### src/hw/rtl/parity_filter_prefix_decoder_top_assert.svh
// ----------------------------------------------------------------------------
// Assertion macros for the parity-filtered prefix-code decoder
// Two property templates used at the end of the top level.
// ----------------------------------------------------------------------------
`ifndef PARITY_FILTER_PREFIX_DECODER_TOP_ASSERT_SVH
`define PARITY_FILTER_PREFIX_DECODER_TOP_ASSERT_SVH

// Consequent must hold in the same cycle as the antecedent.
`define PFPD_HOLDS(label, clk, rst, ante, cons, msg) \
   label: assert property (@(posedge clk) disable iff (rst) (ante) |-> (cons)) \
      else $error(msg);

// Consequent must hold in the cycle after the antecedent.
`define PFPD_NEXT(label, clk, rst, ante, cons, msg) \
   label: assert property (@(posedge clk) disable iff (rst) (ante) |=> (cons)) \
      else $error(msg);

`endif

### src/hw/rtl/pfpd_pkg.sv
// ----------------------------------------------------------------------------
// pfpd_pkg
// Constants, codes and controller/datapath handshake types for the decoder.
// ----------------------------------------------------------------------------
package pfpd_pkg;

   localparam int NODE_COUNT    = 4096;
   localparam int NODE_W        = $clog2(NODE_COUNT);
   localparam int NODES_W       = NODE_W + 1;
   localparam int CODE_LEN_MAX  = 16;
   localparam int CODE_W        = 16;
   localparam int LEN_W         = 5;
   localparam int SYM_W         = 8;
   localparam int CNT_W         = 20;
   localparam int HEX_W         = 4;
   localparam int GROUP_BITS    = 9;
   localparam int DATA_BITS     = 8;
   localparam int FILL_W        = 4;
   localparam int STEP_W        = 4;
   localparam int RES_MAX       = 8;
   localparam int RES_IDX_W     = 3;
   localparam int RES_CNT_W     = 4;

   localparam logic [CNT_W-1:0] MAX_SYM_RESET = '1;

   typedef enum logic [1:0] {
      OP_CLEAR = 2'd0,
      OP_LOAD  = 2'd1,
      OP_HEX   = 2'd2
   } op_type;

   typedef struct packed {
      logic clear;
      logic rd_load;
      logic load_start;
      logic l_step;
      logic l_new;
      logic l_link;
      logic l_sym;
      logic hex_take;
      logic walk_eval;
      logic drain_push;
   } cmd_type;

   typedef struct packed {
      logic len_ok;
      logic found;
      logic full;
      logic lleft_one;
      logic grp_walk;
      logic walk_end;
      logic has_res;
      logic out_free;
      logic drain_last;
   } status_type;

endpackage

### src/hw/rtl/pfpd_ctrl.sv
// ----------------------------------------------------------------------------
// pfpd_ctrl
// Sequencer for clear, code load, group walk and result drain.
// ----------------------------------------------------------------------------
module pfpd_ctrl (
   input  logic                 clock,
   input  logic                 reset,
   input  logic                 req_valid,
   input  pfpd_pkg::op_type     req_op,
   output logic                 req_ready,
   input  pfpd_pkg::status_type status,
   output pfpd_pkg::cmd_type    cmd
);
   import pfpd_pkg::*;

   typedef enum logic [7:0] {
      S_INIT  = 8'b0000_0001,
      S_IDLE  = 8'b0000_0010,
      S_LSTEP = 8'b0000_0100,
      S_LNEW  = 8'b0000_1000,
      S_LLINK = 8'b0001_0000,
      S_LSYM  = 8'b0010_0000,
      S_WALK  = 8'b0100_0000,
      S_DRAIN = 8'b1000_0000
   } state_type;

   state_type state_ff, state_in;

   always_comb begin
      cmd       = '0;
      req_ready = 1'b0;
      state_in  = state_ff;
      unique case (state_ff)
         S_INIT: begin
            // set up the root node after reset
            cmd.clear = 1'b1;
            state_in  = S_IDLE;
         end
         S_IDLE: begin
            req_ready = 1'b1;
            if (req_valid) begin
               unique case (req_op)
                  OP_CLEAR: cmd.clear = 1'b1;
                  OP_LOAD: begin
                     cmd.rd_load = 1'b1;
                     if (status.len_ok) begin
                        cmd.load_start = 1'b1;
                        state_in       = S_LSTEP;
                     end
                  end
                  OP_HEX: begin
                     cmd.hex_take = 1'b1;
                     if (status.grp_walk) begin
                        state_in = S_WALK;
                     end
                  end
                  default: ;
               endcase
            end
         end
         S_LSTEP: begin
            cmd.rd_load = 1'b1;
            if (status.found) begin
               cmd.l_step = 1'b1;
               state_in   = status.lleft_one ? S_LSYM : S_LSTEP;
            end else if (status.full) begin
               // trie full: drop the rest of this code
               state_in = S_IDLE;
            end else begin
               state_in = S_LNEW;
            end
         end
         S_LNEW: begin
            cmd.rd_load = 1'b1;
            cmd.l_new   = 1'b1;
            state_in    = S_LLINK;
         end
         S_LLINK: begin
            cmd.rd_load = 1'b1;
            cmd.l_link  = 1'b1;
            state_in    = status.lleft_one ? S_LSYM : S_LSTEP;
         end
         S_LSYM: begin
            cmd.l_sym = 1'b1;
            state_in  = S_IDLE;
         end
         S_WALK: begin
            cmd.walk_eval = 1'b1;
            if (status.walk_end) begin
               state_in = status.has_res ? S_DRAIN : S_IDLE;
            end
         end
         S_DRAIN: begin
            if (status.out_free) begin
               cmd.drain_push = 1'b1;
               if (status.drain_last) begin
                  state_in = S_IDLE;
               end
            end
         end
         default: state_in = S_INIT;
      endcase
   end

   always_ff @(posedge clock) begin
      if (reset) begin
         state_ff <= S_INIT;
      end else begin
         state_ff <= state_in;
      end
   end

endmodule

### config.mk
export PLATFORM = sky130hd
export DESIGN_NAME = pfpd_ctrl
export DESIGN_NICKNAME = d
export VERILOG_FILES = /design/src/hw/rtl/parity_filter_prefix_decoder_top_assert.svh /design/src/hw/rtl/pfpd_pkg.sv /design/src/hw/rtl/pfpd_ctrl.sv
export SDC_FILE = /design/constraint.sdc
export NUM_CORES = 1
export LEC_CHECK = 0
export ABC_AREA = 1
export BUFFER_PORTS_ARGS = -buffer_cell sky130_fd_sc_hd__buf_2
export CORE_AREA = 2 2 39 41
export CTS_BUF_LIST = sky130_fd_sc_hd__clkbuf_8
export CTS_CLUSTER_DIAMETER = 60
export DETAILED_ROUTE_END_ITERATION = 10
export DIE_AREA = 0 0 41 43
export PLACE_DENSITY = 0.84
export SETUP_SLACK_MARGIN = 0.02
export SKIP_CTS_REPAIR_TIMING = 1
export SLEW_MARGIN = 20
export SYNTH_ARGS = -nofsm -noshare
export SYNTH_HDL_FRONTEND = slang
export SYNTH_SLANG_ARGS = --single-unit
### constraint.sdc
create_clock -name clock -period 3.16 [get_ports clock]
set_input_delay 0.632 -clock clock [delete_from_list [all_inputs] [get_ports clock]]
set_output_delay 0.632 -clock clock [all_outputs]
set_load 0.01 [all_outputs]
[Word-level counts from Yosys, hierarchy flattened]
Index checks and enable logic that the tools add are counted.
W data, S select, Z words.
Cells by class
  eq/ne operators: 17
  muxes and demuxes: 31
  reduce and logical (&&, ||, !) cells: 4
Operators with widths (count)
  $mux W8: 8
  $pmux W8 S7: 1
  $pmux W8 S2: 1
  $mux W1: 15
  $eq A8 B1 Y1 const B: 1
  $eq A8 B2 Y1 const B: 1
  $eq A8 B3 Y1 const B: 1
  $eq A8 B4 Y1 const B: 1
  $eq A8 B5 Y1 const B: 1
  $eq A8 B6 Y1 const B: 1
  $eq A8 B7 Y1 const B: 1
  $eq A8 B8 Y1 const B: 1
  $ne A2 B2 Y1 const B: 4
  $reduce_and A7 Y1: 1
  $mux W6: 1
  $ne A3 B3 Y1 const B: 2
  $mux W4: 1
  $pmux W1 S2: 2
  $mux W3: 1
  $ne A3 B1 Y1 const B: 1
  $reduce_or A3 Y1: 1
  $eq A2 B1 Y1 const B: 1
  $eq A2 B2 Y1 const B: 1
  $logic_not A2 Y1: 1
  other kinds (2): 2
Storage, ports and cells
  bits in registers: 8
  output and inout bits: 11
  logic and storage cells: 53

[Depth between registers and ports, before layout]
  word-level depth: 4
  depth in mapped cells: 10
  gate-level depth less buffers: 10

[Worst setup path after synthesis]
Ideal clock, no wire load.
  path kind: reg2out
  start point: reg state_ff[7]
  end point: out cmd[9] (netlist bit)
  arrival time: 1214 ps
  setup slack: 1314 ps
  stages on the path, launching flop included: 6
  cell sequence: dfxtp_1 > nor2_4 > nand2_4 > nor2_8 > nand2_1 > o32ai_1
RTL lines
  start, declared: line pfpd_ctrl.sv:27  | state_type state_ff, state_in;
  start signal, assigned: line pfpd_ctrl.sv:109  | state_ff <= state_in;
  end, declared: line pfpd_ctrl.sv:12  | output pfpd_pkg::cmd_type cmd

==> results.cfg <==
[global_route]
grtUsageMet1 = 0.214
antenna_found_initial = 0
first_global_vias = 680
use_met3 = 0.0157
grt_max_degree = 10
grt_overflow = 0
busiest_layer = met2
use_met2 = 0.350
grt_pass1_wl_mm = 2.42
grt_use_total = 0.200

[die]
die_w_um = 41
pin_count = 25
initial_utilization = 0.477
die_area_um2 = 1760
rows = 14
core_um2 = 1380
die_h_um = 43

[place]
dp_cells = 152
port_buffers = 24
gp_congestion = 0.782
place_ws_ns = 1.26
dp_hpwl_mm = 1.27

[setup_path]
worst-endpoint-arrival_ns = 1.51
critPathLaunchType = flip-flop
path_max_fanout = 9
critPathKind = flip-flop to output port
crit_start = state_ff[1]
setup.worst_path.end_class = output port
ff2ff_path_depth = 9
rrSetupSlack_ns = 1.82
worst_ep_required_time_ns = 2.53
rr_endpoint = state_ff[2]
r2r_start = state_ff[2]

[timing]
max-slew-margin-rel = 0.837
setup_viol = 0
rsz0062_at_grt = no
hold_violations = 0
fmax_mhz = 466
setup_ws_ns = 1.02
slew_viol_final = 0
fin_crit_ns = 2.14
worst_pin_slew_ns = 0.244
fin_skew_ns = 0.000391
post-route-period-util = 0.678
finalSetupTns_ns = 0

[yosys]
synth_warnings = 0
synth_flop_cell = dfxtp_1
synth_cell_types = 21
avgSynthCellArea_um2 = 5.90
ys_top_cells_by_area = dfxtp_1 (24%), nand2_1 (15%), nor2_1 (14%)
synthesis.nets = 126
synthesis.area_um2 = 661
synth_top_area_frac = 0.242
yosysSeqAreaShare = 0.242
ys_ff_latch = 8
syn-instance-count = 112
synth_async_sr_flop_share = 0
yosysTopAreaCell = dfxtp_1
synth-edff-count = 0

[clock_network]
clk-insertion-delay-late_ns = 0.22
clkSinkCount = 8
cts_buffer_depth = 2
cts_tree = done
h-tree-depth = 1
cts_root_buffer = clkbuf_8
numCtsBuffers = 3
cts.clk_slew.worst_paths_ns = 0.04

[final_layout]
largest_reg_flops = 8
drive_gt1_frac = 0.331
seq_area_um2 = 160
areaGrowthSynthToFinish_pct = 27.5
diodes = 0
regMostFlops = state_ff
final_cell_count_no_fill = 155
multi_input_comb_area_um2 = 418
finalNetCount = 155
largestRegisters = state_ff: 8 flops
fill_cells = 128

[routing]
detail-route-antenna-nets = 0
vias_per_cell = 5.03
dr.pass1.iters = 4
drtIter0Drc = 13
drcViolationCount = 0
routed_wirelength_mm = 1.52
num_vias = 780
drt-wirelength-per-cell_um = 9.80

[min_path]
hp-class = flip-flop to flip-flop
holdCritStartpoint = state_ff[1]
whs_endpoint = state_ff[1]
hold_depth = 2

[flow_run]
cap_violations = 0

[status]
status = finished, final reports clean

[power]
p_per_area_nw_per_um2 = 596
p_total_mw = 0.502
ir_worst_vdd_uv = 313
p_leak_nw = 0.499
## synth_stat cells, types with 2 or more instances
cell type,count
nand2_1,26
nor2_1,24
inv_1,18
dfxtp_1,8
nand3_1,7
nand2_2,5
inv_2,4
nand3b_1,3
nor2_2,3
nand3_2,2
o21ai_1,2
## through the flow
step / hold slack (ns) / cell area, um^2 / utilization
floorplan: 0.455 / 661 / -
global placement: 0.472 / 801 / 0.579
detailed placement: 0.478 / 801 / 0.579
CTS: 0.485 / 842 / 0.608
global route: 0.521 / 842 / 0.608
finish: 0.481 / 842 / 0.608
## logic make-up (layout without fill, tap and decap cells)
family	Yosys count	in the layout	synth area share
AOI/OAI and AO/OA	6	6	0.0625
DFF	8	8	0.242
and+or+nand+nor	76	76	0.570
buffers and inverters	22	49	0.125
## worst max-delay path, cell delays in order, from the launching register on
cell	delay, ns
dfxtp_1	0.33
inv_1	0.07
nor2_1	0.12
nand2_2	0.10
nor2_8	0.16
nand2_1	0.11
o32ai_1	0.22
buf_2	0.17
## cells in the final DEF (no fill, tap or decap), drive strengths merged
cell,count
and3,1
a21oi,2
a31o,1
nand2,32
inv,22
nand3,9
dfxtp,8
clkbuf,3
nor2,29
nand4,1
nor4,1
o32ai,1
buf,24
o21ai,2
nand3b,3
## routing by layer
layer	wire, um	part of all wire
met5	0	0
met3	115	0.076
met1	620	0.41
met4	21	0.014
met2	762	0.50
## report_power, final
| group | total (mW) | internal (mW) | leakage (nW) | switching, mW |
|---|---|---|---|---|
| Clock | 0.117 | 0.0820 | 0.0216 | 0.0347 |
| Sequential | 0.138 | 0.120 | 0.0651 | 0.0178 |
| Combinational | 0.248 | 0.0897 | 0.413 | 0.158 |
| Total | 0.502 | 0.292 | 0.499 | 0.210 |
## how the worst max path moves through the flow
stage / to / slack [ns] / cells past startpoint
finish: cmd[9] / 1.02 / 7
global route: cmd[9] / 0.88 / 7
CTS: cmd[9] / 1.02 / 6
detailed placement: cmd[9] / 1.26 / 6
global placement: cmd[9] / 1.31 / 6
floorplan: cmd[9] / 1.31 / 5
## layout make-up
| type | count | share of cell area |
|---|---|---|
| clock buffer | 3 | 0.0490 |
| timing repair buffer | 24 | 0.143 |
| inverter | 22 | 0.0981 |
| tap | 16 | 0.0238 |
| multi-input combinational | 82 | 0.496 |
| sequential | 8 | 0.190 |
(Power assumes the default switching activity.)
